### src/hdl/sfdx_pkg.sv
// Shared types and constants for the sync frame deframer.
`default_nettype none

package sfdx_pkg;

  localparam logic [7:0] SYNC_FIRST  = 8'hAA;
  localparam logic [7:0] SYNC_SECOND = 8'h55;

  // Payload: four button bytes and one velocity byte
  localparam int unsigned PAYLOAD_LEN = 5;
  localparam int unsigned POS_W       = 3;
  localparam logic [POS_W-1:0] POS_CHECKSUM = POS_W'(PAYLOAD_LEN);

  localparam logic STATUS_GOOD = 1'b0;
  localparam logic STATUS_BAD  = 1'b1;

  typedef logic [POS_W-1:0] pos_t;
  typedef logic [7:0]       byte_t;

  typedef enum logic [1:0] {
    ST_HUNT,
    ST_HALF,
    ST_FRAME
  } state_t;

endpackage

`default_nettype wire

### src/hdl/sync_frame_deframer_xor_check_core.sv
// Channel   | Ports                                   | Direction
// ----------+-----------------------------------------+----------
// input     | in_valid, in_stall, in_rx_byte           | byte in
// result    | out_valid, out_stall, out_frame_status,  | frame out
//           | out_button_a..d, out_note_velocity      |
//
// One byte is taken per cycle while in_stall is low; state register and running
// XOR update in the cycle of the transfer, and a frame result is registered on
// its checksum byte. Synchronous active-low reset returns to sync hunting.
// in_stall is raised only when the next byte is a checksum byte and the
// result register still holds a frame the sink has not taken.
`default_nettype none

module sync_frame_deframer_xor_check_core (
  input  wire                 clk,
  input  wire                 rst_n,
  input  wire                 in_valid,
  output logic                in_stall,
  input  wire sfdx_pkg::byte_t in_rx_byte,
  output logic                out_valid,
  input  wire                 out_stall,
  output logic                out_frame_status,
  output sfdx_pkg::byte_t     out_button_a,
  output sfdx_pkg::byte_t     out_button_b,
  output sfdx_pkg::byte_t     out_button_c,
  output sfdx_pkg::byte_t     out_button_d,
  output sfdx_pkg::byte_t     out_note_velocity
);

  import sfdx_pkg::*;

  state_t state_r, state_nxt;
  pos_t   pos_r, pos_nxt;
  byte_t  xor_r, xor_nxt;
  byte_t  payload_r [PAYLOAD_LEN];

  logic   out_valid_r, out_valid_nxt;
  logic   status_r;
  byte_t  btn_a_r, btn_b_r, btn_c_r, btn_d_r, vel_r;

  logic   in_xfer;
  logic   at_checksum;
  logic   emit;
  logic   store;

  assign at_checksum = (state_r == ST_FRAME) && !(pos_r < POS_CHECKSUM);
  assign in_stall    = at_checksum && out_valid_r && out_stall;
  assign in_xfer     = in_valid && !in_stall;
  assign emit        = in_xfer && at_checksum;
  assign store       = in_xfer && (state_r == ST_FRAME) && (pos_r < POS_CHECKSUM);

  always_comb begin
    state_nxt = state_r;
    pos_nxt   = pos_r;
    xor_nxt   = xor_r;
    if (in_xfer) begin
      unique case (state_r)
        ST_HUNT: begin
          if (in_rx_byte == SYNC_FIRST) state_nxt = ST_HALF;
        end
        ST_HALF: begin
          if (in_rx_byte == SYNC_SECOND) begin
            state_nxt = ST_FRAME;
            pos_nxt   = '0;
            xor_nxt   = '0;
          end else if (in_rx_byte == SYNC_FIRST) begin
            state_nxt = ST_HALF;
          end else begin
            state_nxt = ST_HUNT;
          end
        end
        ST_FRAME: begin
          if (pos_r < POS_CHECKSUM) begin
            xor_nxt = xor_r ^ in_rx_byte;
            pos_nxt = pos_r + pos_t'(1);
          end else begin
            state_nxt = ST_HUNT;
            pos_nxt   = '0;
            xor_nxt   = '0;
          end
        end
        default: begin
          state_nxt = ST_HUNT;
          pos_nxt   = '0;
          xor_nxt   = '0;
        end
      endcase
    end
  end

  always_comb begin
    if (emit) begin
      out_valid_nxt = 1'b1;
    end else if (out_stall) begin
      out_valid_nxt = out_valid_r;
    end else begin
      out_valid_nxt = 1'b0;
    end
  end

  always_ff @(posedge clk) begin
    if (!rst_n) begin
      state_r     <= ST_HUNT;
      pos_r       <= '0;
      xor_r       <= '0;
      out_valid_r <= 1'b0;
    end else begin
      state_r     <= state_nxt;
      pos_r       <= pos_nxt;
      xor_r       <= xor_nxt;
      out_valid_r <= out_valid_nxt;
    end
  end

  always_ff @(posedge clk) begin
    if (store) begin
      payload_r[pos_r] <= in_rx_byte;
    end
  end

  // Result register loads only on the checksum transfer
  always_ff @(posedge clk) begin
    if (emit) begin
      status_r <= (xor_r != in_rx_byte) ? STATUS_BAD : STATUS_GOOD;
      btn_a_r  <= payload_r[0];
      btn_b_r  <= payload_r[1];
      btn_c_r  <= payload_r[2];
      btn_d_r  <= payload_r[3];
      vel_r    <= payload_r[4];
    end
  end

  assign out_valid         = out_valid_r;
  assign out_frame_status  = status_r;
  assign out_button_a      = btn_a_r;
  assign out_button_b      = btn_b_r;
  assign out_button_c      = btn_c_r;
  assign out_button_d      = btn_d_r;
  assign out_note_velocity = vel_r;

  a_pos_range: assert property (@(posedge clk) disable iff (!rst_n)
    pos_r <= POS_CHECKSUM)
    else $error("byte position beyond checksum slot");

  a_idle_clear: assert property (@(posedge clk) disable iff (!rst_n)
    (state_r != ST_FRAME) |-> (pos_r == '0 && xor_r == '0))
    else $error("position or xor not cleared outside a frame");

  a_emit_result: assert property (@(posedge clk) disable iff (!rst_n)
    emit |=> (out_valid_r && state_r == ST_HUNT))
    else $error("checksum transfer did not produce a result");

  a_no_overwrite: assert property (@(posedge clk) disable iff (!rst_n)
    (out_valid_r && out_stall) |-> !emit)
    else $error("result overwritten while held");

  a_result_source: assert property (@(posedge clk) disable iff (!rst_n)
    $rose(out_valid_r) |-> $past(state_r == ST_FRAME && pos_r == POS_CHECKSUM))
    else $error("result raised outside checksum slot");

endmodule

`default_nettype wire
### config.mk
export PLATFORM = sky130hd
export DESIGN_NAME = sync_frame_deframer_xor_check_core
export DESIGN_NICKNAME = d
export VERILOG_FILES = /design/src/hdl/sfdx_pkg.sv /design/src/hdl/sync_frame_deframer_xor_check_core.sv
export SDC_FILE = /design/constraint.sdc
export NUM_CORES = 1
export LEC_CHECK = 0
export ABC_AREA = 1
export BUFFER_PORTS_ARGS = -buffer_cell sky130_fd_sc_hd__buf_2
export CAP_MARGIN = 20
export CORE_MARGIN = 2
export CORE_UTILIZATION = 30
export DETAILED_ROUTE_END_ITERATION = 16
export MAX_ROUTING_LAYER = met4
export PLACE_DENSITY_LB_ADDON = 0.2
export SLEW_MARGIN = 20
export SYNTH_ARGS = -nofsm -noshare
export SYNTH_HDL_FRONTEND = slang
export SYNTH_SLANG_ARGS = --single-unit
### constraint.sdc
create_clock -name clk -period 3 [get_ports clk]
set_input_delay 0.45 -clock clk [delete_from_list [all_inputs] [get_ports clk]]
set_output_delay 0.45 -clock clk [all_outputs]
set_load 0.005 [all_outputs]
# == Word level (Yosys, flattened, before mapping) ==
# Memories as Yosys holds them, arrays and structs flattened. A register that Yosys moved wholly into a read port is not among the register bits.
# Index checks and enable logic that the tools add are counted.
# classes
eq_ne,9
bitwise_logic,2
n_addsub,1
n_lt_le_gt_ge,1
n_reduce_logical,12
muxes,16
# ops
operator,n
one-hot mux 8 bit (3 select lines),1
2-to-1 mux 8 bit,2
one-hot mux 3 bit (3 select lines),1
== test 8 x 7 -> 1 bit (second input constant),1
== test 8 bit (second input constant),1
!= test 8 bit,1
bitwise XOR 8 bit,1
logical AND 1 bit,7
2-to-1 mux 1 bit,6
2-to-1 mux 2 bit,3
2-to-1 mux 3 bit,2
!= test 2 bit (second input constant),3
one-hot mux 2 bit (3 select lines),1
AND reduction 3 bit,2
adder 3 x 1 -> 3 bit (second input constant),1
< comparator 3 bit (second input constant),1
== test 2 x 1 -> 1 bit (second input constant),1
== test 2 bit (second input constant),1
zero test 1 bit,2
zero test 2 bit,1
!= test 2 x 1 -> 1 bit (second input constant),1
inverter 1 bit,1
# totals
n_memories,1
ram_bits,40
word_cells,47
inputBits,12
reg_bits,15
out_inout_bits,43
# mem_list
name,depth,word_bits,read_ports,rd_ports_with_merged_regs,write_ports,line_no,rtl
payload_r,5,8,5,5,1,sync_frame_deframer_xor_check_core.sv:35,byte_t payload_r [PAYLOAD_LEN];

# == Depth between registers and ports, before layout ==
# logic_depth
depth_word,11
mapped_depth,10
ltp_nobuf,10

# == Worst setup path after synthesis ==
# No wires, ideal clock.
# synth_timing
kind,register to register
startpoint,register pos_r[0]
endpoint,"register btn_a_r[0], in the netlist out_button_a[0], read port of payload_r (enable)"
slack_ps,911
setup_ps,395
period_less_slack_ps,2089
required_ps,2605
arrival_ps,1693
path_stages_with_launch,8
path_buffers,0
cell_sequence,dfxtp_1 nor2_2 nor2_4 nand3b_4 nand2_4 inv_4 nand3_1 inv_1
# synth_between
elab_chain_len,8
# synth_rtl
element,line_no,rtl
start: declaration,sync_frame_deframer_xor_check_core.sv:33,"pos_t pos_r, pos_nxt;"
start signal: assignment,sync_frame_deframer_xor_check_core.sv:109,pos_r <= pos_nxt;
< comparator 3 bit (*),sync_frame_deframer_xor_check_core.sv:46,assign at_checksum = (state_r == ST_FRAME) && !(pos_r < POS_CHECKSUM);
zero test 1 bit (*),sync_frame_deframer_xor_check_core.sv:46,
logical AND 1 bit (*),sync_frame_deframer_xor_check_core.sv:46,
logical AND 1 bit (2 in series),sync_frame_deframer_xor_check_core.sv:47,assign in_stall = at_checksum && out_valid_r && out_stall;
zero test 1 bit,sync_frame_deframer_xor_check_core.sv:48,assign in_xfer = in_valid && !in_stall;
logical AND 1 bit,sync_frame_deframer_xor_check_core.sv:48,
logical AND 1 bit (*),sync_frame_deframer_xor_check_core.sv:49,assign emit = in_xfer && at_checksum;
named net emit,sync_frame_deframer_xor_check_core.sv:43,logic emit;
end: declaration,sync_frame_deframer_xor_check_core.sv:39,"byte_t btn_a_r, btn_b_r, btn_c_r, btn_d_r, vel_r;"
# Mark *: on every way through the listed nets, which the timed path passes. The rest lies on a longest branch.
# A chain may end at the register's enable or synchronous reset.

# == Worst setup path after layout ==
# layout_timing
startpoint,register state_r[1]
endpoint,memory payload_r[0][7] (netlist name) (enable)
# layout_between
elab_chain_len,10
# layout_rtl
element,line_no,rtl
start: declaration,sync_frame_deframer_xor_check_core.sv:32,"state_t state_r, state_nxt;"
start signal: assignment,sync_frame_deframer_xor_check_core.sv:108,state_r <= state_nxt;
== test 2 bit (*),"sync_frame_deframer_xor_check_core.sv:46, sync_frame_deframer_xor_check_core.sv:50",
logical AND 1 bit,sync_frame_deframer_xor_check_core.sv:46,
logical AND 1 bit (2 in series),sync_frame_deframer_xor_check_core.sv:47,
zero test 1 bit,sync_frame_deframer_xor_check_core.sv:48,
logical AND 1 bit,sync_frame_deframer_xor_check_core.sv:48,
logical AND 1 bit (*) (2 in series),sync_frame_deframer_xor_check_core.sv:50,assign store = in_xfer && (state_r == ST_FRAME) && (pos_r < POS_CHECKSUM);
2-to-1 mux 1 bit (*),sync_frame_deframer_xor_check_core.sv:116,if (store) begin
2-to-1 mux 1 bit (not written as such) (*),sync_frame_deframer_xor_check_core.sv:117,payload_r[pos_r] <= in_rx_byte;
end: declaration,sync_frame_deframer_xor_check_core.sv:35,
# Every way passes the cells marked *; elsewhere a longest branch is shown, timed or not.

==> metrics <==
CP Class=flop to flop; Via Count=1897; Pwr Total=2650 µW; fmax=488 MHz; top cell type by total area after synthesis=edfxtp_1; Placer Congestion=0.792; Netlist cell types=29; Arrival @ worst endpoint=2010 ps; Worst setup EP type=flop; DRT iter0 DRCs=112; vias in the first global route=1768; yosys warns=0; startpoint types=flop; clk sinks=95; Synth area leaders=edfxtp_1 (69%), dfxtp_1 (8.0%), nand2_1 (4.4%); count leader, synth=edfxtp_1; syn nets=248; Post-synth EDFFs=81; power per cell area=629 nW/µm²; post-route clock skew=8.24 ps; # fillers=1142; die width=112 µm; Worst VDD drop=0.261 mV; CTS resizes=0; Place WS=913 ps; RSZ-0062 raised after global routing=no; DRC viols=0; chip height=112 µm; hold_buf cts=0; footprint of the multi-input gates=661 µm²; cells after synthesis=235; syn avg cell area=14.9 µm²; final setup TNS=0 ps; drt via density=4.25; DIE AREA=12600 µm²; CTS clk-pin slew, worst paths=70 ps; Cell Area, Synth=3510 µm²; top cell type's share of synthesized area=69.3%; IO Count=55; fin nets=311; area growth from synthesis to layout=20.1%; layout cell share with drive strength beyond 1=34.3%; H-tree Lvls=3; Hold WS=412 ps; DP Area=3930 µm²; CP required=2960 ps; Post-CTS Setup Inserts=0; drt first pass iters=4; Setup-failing EPs final=0; ANT nets after route=0; total core area=11400 µm²; initial antenna violation count=0; Max Cap Violations=0; Leak Pwr=0.00160 µW; effective utilization at floorplan=30.7%; sequential element share of the synthesized area=77.3%; maximum fanout along the worst path=11; Port Buffer Count=54; status=complete, no violations; asr flop ratio synth=0%; Tmin final=2050 ps; routed wire length=6.32 mm; Hold/Removal Path Class=flop to flop; CTS Buf Count=9; slew margin rel.=46.1%; period utilization=68.3%; TritonCTS clock tree=built; post-route design area=4220 µm²; worst-margin pin slew=805 ps; row cnt=39; Seq cells post-synth=95; clk buf depth=2; grt total ovfl=0; Synth top cells by count=edfxtp_1 (81), nand2_1 (41), nor2_1 (22); HPWL after detailed placement=4.28 mm; clock root cell=clkbuf_16; Skew-Pair Late Insertion Delay=330 ps; GRT Resource Usage Total=10.8%; Slew Limit Fails=0; predominant post-synthesis flop cell=edfxtp_1; Hold Vio Cnt, Final=0; largest net degree at the start of global routing=23; WL per Instance=14.2 µm; sequential cell area=2710 µm²; first-pass GRT wire length=9.82 mm; # diodes=0; final worst-path setup slack=952 ps
kinds of logic after synthesis:
kind of cell | Yosys count | share of synthesized area, %
flip-flops | 95 | 77.3
AND/OR/NAND/NOR | 90 | 13.2
buffers and inverters | 26 | 3.89
AO/OA/AOI/OAI | 14 | 3.03
XOR/XNOR | 9 | 2.25
adder cells (fa/ha/maj) | 1 | 0.356
state kept, by name, summed over array words and instances, names as in the netlist:
| register | flops |
|---|---|
| out_button_a | 8 |
| out_button_b | 8 |
| out_button_c | 8 |
| out_button_d | 8 |
| out_frame_status | 1 |
| out_note_velocity | 8 |
| out_valid | 1 |
| payload_r | 40 |
| pos_r | 3 |
| state_r | 2 |
| xor_r | 8 |
critical path, cell delays in order, from the launching register on:
cell     delay, ps
dfxtp_1        400
inv_2           80
nor2_4         140
o21ai_2         90
inv_2          180
nand3_1        140
nor2_1         640
path summary, 6_finish.rpt:
check,from,end,slack [ps],cells past startpoint
worst min-delay path,payload_r[3][3],out_button_d[3],410,0
worst max-delay path,state_r[1],payload_r[0][7],950,6
worst max register to register,state_r[1],payload_r[0][7],950,6
worst min register to register,payload_r[3][3],out_button_d[3],410,0
layout make-up:
cell class | instances | share of cell area (%)
tap | 143 | 4.24
timing repair buffer | 58 | 7.12
clock buffer | 9 | 5.34
inverter | 20 | 1.84
clock inverter | 7 | 1.45
multi-input combinational | 114 | 15.7
sequential | 95 | 64.3
cells in the final DEF (no fill, tap or decap), drive strengths merged:
| cell | netlist | layout |
|---|---|---|
| a21oi | 12 | 12 |
| nor2 | 25 | 25 |
| nand3b | 1 | 1 |
| o21ai | 1 | 1 |
| buf | 5 | 58 |
| nor3 | 3 | 3 |
| xor2 | 9 | 9 |
| dfxtp | 14 | 14 |
| nand4 | 1 | 1 |
| nor4 | 2 | 2 |
| clkbuf | 1 | 9 |
| nand2 | 43 | 43 |
| o21bai | 1 | 1 |
| edfxtp | 81 | 81 |
| ha | 1 | 1 |
| inv | 20 | 25 |
| or2 | 1 | 1 |
| clkinv | 0 | 2 |
| nand3 | 14 | 14 |
routing by layer:
metal	part of all wire [%]	global-route usage (%)	up-vias
met4	0.57	3.90	0
met1	47	13.8	913
met3	5.5	3.73	2
met5	0	-	-
li1	-	-	940
met2	47	15.9	42
through the flow:
| step | cells | utilization, % |
|---|---|---|
| after CTS | 446 | 36.9 |
| after detailed placement | 430 | 34.4 |
| after global routing | 446 | 36.9 |
| after floorplan | 235 | - |
| final | 446 | 36.9 |
| after global placement | 430 | 34.4 |
report_power, final:
| group | switching (µW) | internal, µW | leakage, µW | total [µW] |
|---|---|---|---|---|
| sequential | 11.4 | 1430 | 0.000843 | 1450 |
| combinational | 83.5 | 38.0 | 0.000619 | 121 |
| clock | 504 | 581 | 0.000142 | 1090 |
| total | 599 | 2050 | 0.00160 | 2650 |
(Power assumes the default switching activity.)
